### src/rtl/cnf_pkg.sv
`timescale 1ns / 1ps
`default_nettype none

package cnf_pkg;

   // Width of the converted word.
   localparam int WORD_BITS = 32;
   // Decimal digits needed for WORD_BITS bits: ceil(WORD_BITS * log10(2)).
   localparam int DEC_DIGITS = ((WORD_BITS * 1233) >> 12) + 1;
   // BCD/nibble buffer width; also holds every hex nibble of the word.
   localparam int DIG_BITS = 4 * DEC_DIGITS;
   localparam int CNT_BITS = $clog2(DEC_DIGITS + 1);
   localparam int BIT_CNT_BITS = $clog2(WORD_BITS);

   localparam logic [1:0] ACT_RAW  = 2'd0;
   localparam logic [1:0] ACT_SDEC = 2'd1;
   localparam logic [1:0] ACT_UDEC = 2'd2;
   localparam logic [1:0] ACT_HEX  = 2'd3;

   localparam logic [7:0] CHR_CR    = 8'h0D;
   localparam logic [7:0] CHR_LF    = 8'h0A;
   localparam logic [7:0] CHR_SPACE = 8'h20;
   localparam logic [7:0] CHR_MINUS = 8'h2D;
   localparam logic [7:0] CHR_ZERO  = 8'h30;
   localparam logic [7:0] CHR_X     = 8'h78;

   localparam logic [7:0] DIGIT_SET [16] = '{
      8'h30, 8'h31, 8'h32, 8'h33, 8'h34, 8'h35, 8'h36, 8'h37,
      8'h38, 8'h39, 8'h61, 8'h62, 8'h63, 8'h64, 8'h65, 8'h66
   };

   typedef enum logic [3:0] {
      ST_IDLE,
      ST_CR,
      ST_CHAR,
      ST_CONV,
      ST_PRE1,
      ST_PRE2,
      ST_SKIP,
      ST_DIGIT,
      ST_SPACE
   } state_type;

endpackage

`default_nettype wire

### src/rtl/console_number_formatter_top.sv
`timescale 1ns / 1ps
`default_nettype none

// Channel   | Ports                              | Handshake
// ----------+------------------------------------+-------------------------------------
// request   | req_action, req_value              | beat taken when start & !busy
// response  | rsp_out_char, rsp_last             | beat on each cycle rsp_valid is high
//
// Sequencing: a raw character is sent as it is, and a newline is sent as CR LF.
// Decimal first runs WORD_BITS shift-and-add-3 steps of the bit-serial binary-to-BCD
// converter, sends a minus sign if negative, then drops leading zeros one at a time,
// finds the first digit, sends each digit and ends with a trailing space.
// Hex skips the converter and sends a 0x prefix first. Each beat leaves the port register
// in the cycle after its state, so the last beat shows in the first idle cycle.
// Reset is synchronous and returns the sequencer to idle with no beat pending.
// The receiver cannot stall: each character is shown for exactly one cycle.
module console_number_formatter_top (
   input  wire logic                          clock,
   input  wire logic                          reset,
   input  wire logic                          start,
   output logic                               busy,
   input  wire logic [1:0]                    req_action,
   input  wire logic [cnf_pkg::WORD_BITS-1:0] req_value,
   output logic                               rsp_valid,
   output logic [7:0]                         rsp_out_char,
   output logic                               rsp_last
);

   cnf_pkg::state_type state_ff, state_in;

   logic [cnf_pkg::WORD_BITS-1:0]    bin_ff, bin_in;       // binary shift register
   logic [cnf_pkg::DIG_BITS-1:0]     dig_ff, dig_in;       // BCD / nibble shift register
   logic [cnf_pkg::CNT_BITS-1:0]     cnt_ff, cnt_in;       // digits still in dig_ff
   logic [cnf_pkg::BIT_CNT_BITS-1:0] bit_cnt_ff, bit_cnt_in;
   logic [1:0]                       mode_ff, mode_in;
   logic                             neg_ff, neg_in;

   logic                             rsp_valid_ff, rsp_valid_in;
   logic [7:0]                       rsp_char_ff, rsp_char_in;
   logic                             rsp_last_ff, rsp_last_in;

   logic                             accept;
   logic [3:0]                       top_digit;
   logic [cnf_pkg::DIG_BITS-1:0]     dig_adj;

   assign busy      = (state_ff != cnf_pkg::ST_IDLE);
   assign accept    = start && !busy;
   assign top_digit = dig_ff[cnf_pkg::DIG_BITS-1 -: 4];

   // Add 3 to every BCD digit at 5 or above before the next shift.
   always_comb begin
      for (int i = 0; i < cnf_pkg::DEC_DIGITS; i++) begin
         dig_adj[4*i +: 4] = (dig_ff[4*i +: 4] >= 4'd5) ? dig_ff[4*i +: 4] + 4'd3
                                                         : dig_ff[4*i +: 4];
      end
   end

   // Next state.
   always_comb begin
      state_in = state_ff;
      case (state_ff)
         cnf_pkg::ST_IDLE: begin
            if (accept) begin
               case (req_action)
                  cnf_pkg::ACT_RAW:
                     state_in = (req_value[7:0] == cnf_pkg::CHR_LF) ? cnf_pkg::ST_CR
                                                                   : cnf_pkg::ST_CHAR;
                  cnf_pkg::ACT_HEX: state_in = cnf_pkg::ST_PRE1;
                  default:          state_in = cnf_pkg::ST_CONV;
               endcase
            end
         end
         cnf_pkg::ST_CR:   state_in = cnf_pkg::ST_CHAR;
         cnf_pkg::ST_CHAR: state_in = cnf_pkg::ST_IDLE;
         cnf_pkg::ST_CONV: begin
            if (bit_cnt_ff == '0) begin
               state_in = neg_ff ? cnf_pkg::ST_PRE1 : cnf_pkg::ST_SKIP;
            end
         end
         cnf_pkg::ST_PRE1: begin
            state_in = (mode_ff == cnf_pkg::ACT_HEX) ? cnf_pkg::ST_PRE2 : cnf_pkg::ST_SKIP;
         end
         cnf_pkg::ST_PRE2: state_in = cnf_pkg::ST_SKIP;
         cnf_pkg::ST_SKIP: begin
            if (top_digit != 4'd0 || cnt_ff == cnf_pkg::CNT_BITS'(1)) begin
               state_in = cnf_pkg::ST_DIGIT;
            end
         end
         cnf_pkg::ST_DIGIT: begin
            if (cnt_ff == cnf_pkg::CNT_BITS'(1)) begin
               state_in = cnf_pkg::ST_SPACE;
            end
         end
         cnf_pkg::ST_SPACE: state_in = cnf_pkg::ST_IDLE;
         default:           state_in = cnf_pkg::ST_IDLE;
      endcase
   end

   // Character beat for the current state; registered before the ports.
   always_comb begin
      rsp_valid_in = 1'b0;
      rsp_char_in  = cnf_pkg::CHR_SPACE;
      rsp_last_in  = 1'b0;
      case (state_ff)
         cnf_pkg::ST_CR: begin
            rsp_valid_in = 1'b1;
            rsp_char_in  = cnf_pkg::CHR_CR;
         end
         cnf_pkg::ST_CHAR: begin
            rsp_valid_in = 1'b1;
            rsp_char_in  = bin_ff[7:0];
            rsp_last_in  = 1'b1;
         end
         cnf_pkg::ST_PRE1: begin
            rsp_valid_in = 1'b1;
            rsp_char_in  = (mode_ff == cnf_pkg::ACT_HEX) ? cnf_pkg::CHR_ZERO
                                                         : cnf_pkg::CHR_MINUS;
         end
         cnf_pkg::ST_PRE2: begin
            rsp_valid_in = 1'b1;
            rsp_char_in  = cnf_pkg::CHR_X;
         end
         cnf_pkg::ST_DIGIT: begin
            rsp_valid_in = 1'b1;
            rsp_char_in  = cnf_pkg::DIGIT_SET[top_digit];
         end
         cnf_pkg::ST_SPACE: begin
            rsp_valid_in = 1'b1;
            rsp_char_in  = cnf_pkg::CHR_SPACE;
            rsp_last_in  = 1'b1;
         end
         default: begin
            rsp_valid_in = 1'b0;
         end
      endcase
   end

   // Datapath next values.
   always_comb begin
      bin_in     = bin_ff;
      dig_in     = dig_ff;
      cnt_in     = cnt_ff;
      bit_cnt_in = bit_cnt_ff;
      mode_in    = mode_ff;
      neg_in     = neg_ff;
      case (state_ff)
         cnf_pkg::ST_IDLE: begin
            if (accept) begin
               mode_in    = req_action;
               neg_in     = (req_action == cnf_pkg::ACT_SDEC) &&
                            req_value[cnf_pkg::WORD_BITS-1];
               // Take the magnitude of a negative signed word up front.
               bin_in     = neg_in ? (~req_value) + cnf_pkg::WORD_BITS'(1) : req_value;
               dig_in     = (req_action == cnf_pkg::ACT_HEX)
                            ? {{(cnf_pkg::DIG_BITS - cnf_pkg::WORD_BITS){1'b0}}, req_value}
                            : '0;
               cnt_in     = cnf_pkg::CNT_BITS'(cnf_pkg::DEC_DIGITS);
               bit_cnt_in = cnf_pkg::BIT_CNT_BITS'(cnf_pkg::WORD_BITS - 1);
            end
         end
         cnf_pkg::ST_CONV: begin
            // Adjust, then shift one binary bit into the BCD register.
            dig_in     = {dig_adj[cnf_pkg::DIG_BITS-2:0], bin_ff[cnf_pkg::WORD_BITS-1]};
            bin_in     = {bin_ff[cnf_pkg::WORD_BITS-2:0], 1'b0};
            bit_cnt_in = bit_cnt_ff - cnf_pkg::BIT_CNT_BITS'(1);
         end
         cnf_pkg::ST_SKIP: begin
            // Drop one leading zero, keeping at least one digit.
            if (top_digit == 4'd0 && cnt_ff != cnf_pkg::CNT_BITS'(1)) begin
               dig_in = {dig_ff[cnf_pkg::DIG_BITS-5:0], 4'd0};
               cnt_in = cnt_ff - cnf_pkg::CNT_BITS'(1);
            end
         end
         cnf_pkg::ST_DIGIT: begin
            // Advance to the next digit after sending this one.
            dig_in = {dig_ff[cnf_pkg::DIG_BITS-5:0], 4'd0};
            cnt_in = cnt_ff - cnf_pkg::CNT_BITS'(1);
         end
         default: begin
            bin_in = bin_ff;
         end
      endcase
   end

   always_ff @(posedge clock) begin
      if (reset) begin
         state_ff     <= cnf_pkg::ST_IDLE;
         rsp_valid_ff <= 1'b0;
      end else begin
         state_ff     <= state_in;
         rsp_valid_ff <= rsp_valid_in;
      end
   end

   always_ff @(posedge clock) begin
      bin_ff      <= bin_in;
      dig_ff      <= dig_in;
      cnt_ff      <= cnt_in;
      bit_cnt_ff  <= bit_cnt_in;
      mode_ff     <= mode_in;
      neg_ff      <= neg_in;
      rsp_char_ff <= rsp_char_in;
      rsp_last_ff <= rsp_last_in;
   end

   assign rsp_valid    = rsp_valid_ff;
   assign rsp_out_char = rsp_char_ff;
   assign rsp_last     = rsp_last_ff;

   // An accepted request always starts a run.
   assert property (@(posedge clock) disable iff (reset) accept |=> busy)
      else $error("request beat accepted but sequencer stayed idle");

   // A beat that is not the last of its run leaves the sequencer working.
   assert property (@(posedge clock) disable iff (reset) rsp_valid && !rsp_last |-> busy)
      else $error("run cut short before its last beat");

   // The last beat of a run is never followed directly by another beat.
   assert property (@(posedge clock) disable iff (reset) rsp_valid && rsp_last |=> !rsp_valid)
      else $error("beat emitted right after the last beat of a run");

endmodule

`default_nettype wire
### config.mk
export PLATFORM = sky130hd
export DESIGN_NAME = console_number_formatter_top
export DESIGN_NICKNAME = d
export VERILOG_FILES = /design/src/rtl/cnf_pkg.sv /design/src/rtl/console_number_formatter_top.sv
export SDC_FILE = /design/constraint.sdc
export NUM_CORES = 1
export LEC_CHECK = 0
export ABC_AREA = 1
export BUFFER_PORTS_ARGS = -buffer_cell sky130_fd_sc_hd__buf_4
export CORE_MARGIN = 10
export CORE_UTILIZATION = 55
export DETAILED_ROUTE_END_ITERATION = 6
export PLACE_DENSITY = 0.79
export SYNTH_ARGS = -nofsm -noshare
export SYNTH_HDL_FRONTEND = slang
export SYNTH_SLANG_ARGS = --single-unit
### constraint.sdc
create_clock -name clock -period 5.6 [get_ports clock]
set_input_delay 1.12 -clock clock [delete_from_list [all_inputs] [get_ports clock]]
set_output_delay 1.12 -clock clock [all_outputs]
set_load 0.1 [all_outputs]
---- Yosys cells after proc, flatten, opt, wreduce, memory -nomap -nowiden ----
Memories as Yosys holds them, arrays and structs flattened.
Index checks and enable logic that the tools add are counted.
storage, ports and cells
  memory bits (read-only) ................. 128
  memories kept ........................... 1
  logic and storage cells ................. 114
  bits in registers ....................... 98
  output and inout port bits .............. 11
cells by class
  $add $sub $neg .......................... 13
  mux-type cells .......................... 37
  reductions and logical operators ........ 21
  bitwise operators ....................... 2
  equality and inequality tests ........... 19
  order comparisons ....................... 11
memories
  name             depth  bits a word  read ports  clocked after memory_dff  write ports  RTL line                             text
  (no name shown)  16     8            1           0                         0            console_number_formatter_top.sv:125  rsp_char_in = cnf_pkg::DIGIT_SET[top_digit];
operator list
  kind                   count
  $pmux 40 s4            1
  $mux 32                3
  $mux 40                2
  $pmux 32 s2            1
  $mux 4                 15
  $ge 4x3->1 const B     10
  $pmux 8 s5             1
  $add 4x2->4 const B    9
  $add 32x1->32 const B  1
  $not 32->32            1
  $pmux 4 s7             1
  $eq 4x3->1 const B     4
  $mux 8                 2
  $pmux 4 s3             1
  $reduce_bool 4->1      3
  $mux 5                 2
  $ne 2x2->1 const B     5
  $pmux 5 s2             1
  $eq 4x1->1 const B     2
  $eq 4x2->1 const B     2
  $eq 8x4->1 const B     1
  $logic_not 4->1        2
  $mux 2                 3
  $pmux 3 s2             1
  other kinds (23)       29

---- Longest topological paths before layout ----
  word-level depth ........................ 5
  mapped depth ............................ 11
  gate-level depth less buffers ........... 11

---- Worst setup path before layout ----
No wires, ideal clock.
  kind .................................... flip-flop to flip-flop
  from .................................... reg state_ff[2]
  to ...................................... reg bin_ff[0] (netlist bit) (enable)
  required time ........................... 5117 ps
  arrival ................................. 4143 ps
  path slack .............................. 974 ps
  stages on the path, launching flop included .. 4
  path buffers ............................ 0
  cells stage by stage .................... dfxtp_1 nor2_2 nand2_1 o21ai_0
on the way
  cells in the longest elaborated chain, start to end .. 5
  elaborated cells on any way between the ends .. 8
  classes of those cells .................. 2 x eq/ne; 6 x reduce/logical
ends and longest elaborated chain
  element                     RTL line                             text
  from (decl)                 console_number_formatter_top.sv:29   cnf_pkg::state_type state_ff, state_in;
  from (signal assigned)      console_number_formatter_top.sv:187  state_ff <= cnf_pkg::ST_IDLE;
  from (signal assigned)      console_number_formatter_top.sv:190  state_ff <= state_in;
  $reduce_bool 4->1           console_number_formatter_top.sv:46   assign busy = (state_ff != cnf_pkg::ST_IDLE);
  via busy                    console_number_formatter_top.sv:21   output logic busy,
  $logic_not 1->1             console_number_formatter_top.sv:47   assign accept = start && !busy;
  $logic_and 1x1->1           console_number_formatter_top.sv:47
  $ne 2x2->1 (no line)        --
  $reduce_and 2->1 (no line)  --
  to (signal assigned)        console_number_formatter_top.sv:196  bin_ff <= bin_in;
  to (decl)                   console_number_formatter_top.sv:31   logic [cnf_pkg::WORD_BITS-1:0] bin_ff, bin_in;
The timed path passes the listed nets, and every way through them passes these cells.
A chain may end at the register's enable or synchronous reset.

---- Worst setup path after layout ----
  from .................................... reg state_ff[2]
  to ...................................... reg dig_ff[26] (netlist bit) (enable)
on the way
  cells in the longest elaborated chain, start to end .. 5
  elaborated cells on any way between the ends .. 11
  classes of those cells .................. 5 x eq/ne; 6 x reduce/logical
ends and longest elaborated chain
  element                         RTL line                             text
  $reduce_bool 4->1               console_number_formatter_top.sv:46
  $logic_not 1->1                 console_number_formatter_top.sv:47
  $logic_and 1x1->1               console_number_formatter_top.sv:47
  $ne 2x2->1 (no line)            --
  $reduce_and 3->1 (no line) (*)  --
  to (signal assigned)            console_number_formatter_top.sv:197  dig_ff <= dig_in;
  to (decl)                       console_number_formatter_top.sv:32   logic [cnf_pkg::DIG_BITS-1:0] dig_ff, dig_in;
Mark *: on every way between the ends. The rest lies on a longest branch, timed or not.

==> impl_metrics.yaml <==
global_route:
  grt_pass1_wl_um: 26400
  antenna_found_initial: 0
  grt_util_all_layers_pct: 20.1
  grt_pass1_vias: 5318
  grt_start_max_net_pins: 58
  gr-total-overflow: 0
die:
  die_area_um2: 16100
  initial_core_util_pct: 55.6
  core_um2: 11300
  chipHeight_um: 127
  rows: 39
  ios: 48
  die_x_um: 127
clocking:
  clk_latency_ns: 0.36
  htreeDepth: 3
  cts_buffers: 9
  cts_tree: "yes"
  root_buffer: "clkbuf_16"
  cts_num_sinks: 98
  post_cts.repair.setup_buffers: 0
  cts.repair.resized: 0
  cts_hold_buffers: 0
  clk_path_buf_depth: 2
  clk_pin_slew_ns: 0.07
yosys:
  synth-simple-area-share_pct: 23.4
  netlist_area_um2: 6300
  ys_ff_latch: 98
  synth_warnings: 0
  synth-compound-area-share_pct: 15.5
  ys_seq_area_share_pct: 44.5
  post-synth-top-count-cell: "nand2_1"
  synth_common_cells: "nand2_1 (176), inv_1 (99), edfxtp_1 (84), nor2_1 (84), o21ai_0 (75)"
  synth_top_family_by_area: "simple AND/OR/NAND/NOR gates"
  ys_types: 39
  synth_edf_count: 84
  ys.flop_type: "edfxtp_1"
  synth_adder_area_share_pct: 5.36
  syn_inst: 777
  yosysTopAreaCell: "edfxtp_1"
  synthTopCellsByArea: "edfxtp_1 (40%), nand2_1 (10%), o21ai_0 (6.0%)"
  async_flop_share_pct: 0
  synth.mux.area_fraction_pct: 0
  syn_nets: 841
  synthXorXnorAreaFrac_pct: 2.78
  synth_top_area_share_pct: 40.0
  postSynthAreaPerCell_um2: 8.11
drt:
  ant_nets: 0
  wire_per_inst_um: 17.0
  via_per_inst: 5.80
  first_iter_violations: 676
  routed_wl_um: 16400
  route.vias.total: 5594
  first_pass_iters: 5
  drcViolationCount: 0
setup_path:
  crit_path_end_kind: "flop"
  required_ns: 5.59
  regToRegStartpoint: "state_ff[2]$_SDFFE_PP0P_"
  cpPeakStageDelay_ns: 0.63
  path_class: "reg -> reg"
  cpMaxStageDelayCell: "inv_4"
  r2r_slack_ns: 2.78
  cp.arrival_ns: 2.82
  crit_path_cell_trace: "nor2_2, nand2_4, inv_4, nor2_4, a21oi_4, buf_4"
  r2r_cells: 6
  timing.rr.end: "dig_ff[26]$_DFFE_PP_"
  start_kind: "flop"
  cp_max_fo: 57
final_layout:
  syn2layout_area_growth_pct: 11.8
  layout.cells.non_filler: 965
  fin_nets: 881
  insertedDiodeCount: 0
  fillCellCount: 979
  drive_above_1_share_pct: 10.8
worst_hold_path:
  timing.hold.worst.start: "state_ff[1]$_SDFFE_PP0P_"
  min_to: "state_ff[1]$_SDFFE_PP0P_"
  min_path_type: "reg -> reg"
  hold_path_depth: 2
pwr:
  p_switching_mw: 1.52
  p_sw_share_pct: 44.1
  power_frac_clock_pct: 18.1
  ir_drop_uv: 409
  leakage_nw: 3.03
  intPower_mw: 1.93
  power_mw: 3.46
  comb_power_share_pct: 41.8
  power.share.sequential_pct: 40.1
  powerDensity_nw_per_um2: 491
timing:
  layout_min_cycle_time_ns: 2.82
  max_freq_mhz: 354
  finClkSkew_ns: 0.00925
  fin_setup_tns_ns: 0
  hold_viol_final: 0
  maxSlewViolCount: 0
  worst_pin_slew_ns: 0.719
  fin_crit_sh_pct: 50.4
  setup_viol: 0
  hold-worst-slack_ns: 0.516
  slew_headroom_pct: 52.1
  rsz0062_at_grt: "false"
place:
  dp_cells: 949
  place_congestion: 0.927
  portBuffers: 47
  hpwlAfterDp_um: 11900
outcome:
  status: "finished, final reports clean"
flow_run:
  drv_cap: 0
## state kept, by name, indices dropped and copies added, names as in the netlist
name          cells
rsp_valid         1
state_ff          4
dig_ff           40
rsp_last          1
rsp_out_char      8
mode_ff           2
bin_ff           32
neg_ff            1
cnt_ff            4
bit_cnt_ff        5
## placed cells by master (no fill, tap or decap), types with 2 or more instances in the layout
cell type / synthesis / final
nand2_1: 176 / 176
inv_1: 99 / 99
edfxtp_1: 84 / 84
nor2_1: 84 / 83
o21ai_0: 75 / 74
nand3_1: 54 / 54
buf_4: 3 / 50
a21oi_1: 31 / 30
ha_1: 27 / 27
o221ai_1: 20 / 20
xor2_1: 18 / 18
dfxtp_1: 14 / 14
clkbuf_16: 0 / 11
nand4_1: 10 / 10
o21ai_1: 9 / 9
o211ai_1: 7 / 7
nor2_2: 5 / 6
o22ai_1: 6 / 6
a22oi_1: 6 / 6
nand2_4: 5 / 5
nor2_4: 4 / 4
inv_4: 1 / 3
inv_2: 3 / 3
nor3_1: 3 / 3
a31oi_1: 3 / 3
xnor2_1: 2 / 2
clkbuf_1: 3 / 2
## layout make-up
class / instances / area (µm²) / share of cell area (%)
clock buffers: 13 / 283 / 4.02
clock inverters: 3 / 17.5 / 0.249
inverters: 104 / 393 / 5.58
multi-input cells: 554 / 2990 / 42.5
flip-flops and latches: 98 / 2800 / 39.8
well taps: 143 / 179 / 2.54
repair buffers: 50 / 375 / 5.33
## routing by layer
| metal | track usage, % | vias to the layer above | wire (µm) |
|---|---|---|---|
| met5 | 0 | - | 0 |
| met4 | 8.31 | 0 | 512 |
| met3 | 4.88 | 37 | 1000 |
| met2 | 33.8 | 209 | 8040 |
| met1 | 24.3 | 2614 | 6840 |
| li1 | - | 2734 | - |
## power groups by stage
stage	clock (mW)	combinational (mW)	sequential [mW]
3_5_place_dp	0	1.43	1.39
5_1_grt	0.666	1.60	1.42
2_1_floorplan	0	0.890	1.54
6_report	0.627	1.45	1.39
3_3_place_gp	0	1.37	1.38
4_1_cts	0.631	1.44	1.38
## metrics by stage
stage	area [µm²]	worst slack (ns)	utilization (%)
2_1_floorplan	6300	0.974	-
5_1_grt	7040	2.62	62.2
4_1_cts	7040	2.80	62.2
3_3_place_gp	6740	2.85	59.5
3_5_place_dp	6740	2.79	59.5
6_report	7040	2.78	62.2
## critical path, delay by kind of cell (launching register included)
kind | cells | cell delay [ns]
flops | 1 | 0.37
simple gates | 3 | 0.77
buf+inv | 2 | 1.11
compound gates | 1 | 0.14
## logic make-up after synthesis
group | after synthesis
AO/OA/AOI/OAI | 164
buffers and inverters | 125
XOR/XNOR | 20
adder cells (fa/ha/maj) | 27
flip-flops | 98
AND/OR/NAND/NOR | 343
## how the worst max path moves through the flow
stage	cells after the start	startpoint	slack (ns)	endpoint
after floorplan	3	state_ff[2]$_SDFFE_PP0P_	0.97	bin_ff[0]$_SDFFCE_PP0P_
after global placement	6	state_ff[2]$_SDFFE_PP0P_	2.85	dig_ff[25]$_DFFE_PP_
after detailed placement	8	req_value[31]	2.79	bin_ff[6]$_DFFE_PP_
after CTS	6	state_ff[2]$_SDFFE_PP0P_	2.80	dig_ff[19]$_DFFE_PP_
after global routing	7	state_ff[0]$_SDFFE_PP0P_	2.62	dig_ff[19]$_DFFE_PP_
final	6	state_ff[2]$_SDFFE_PP0P_	2.78	dig_ff[26]$_DFFE_PP_
No activity file was read; power rests on OpenSTA's default activity.
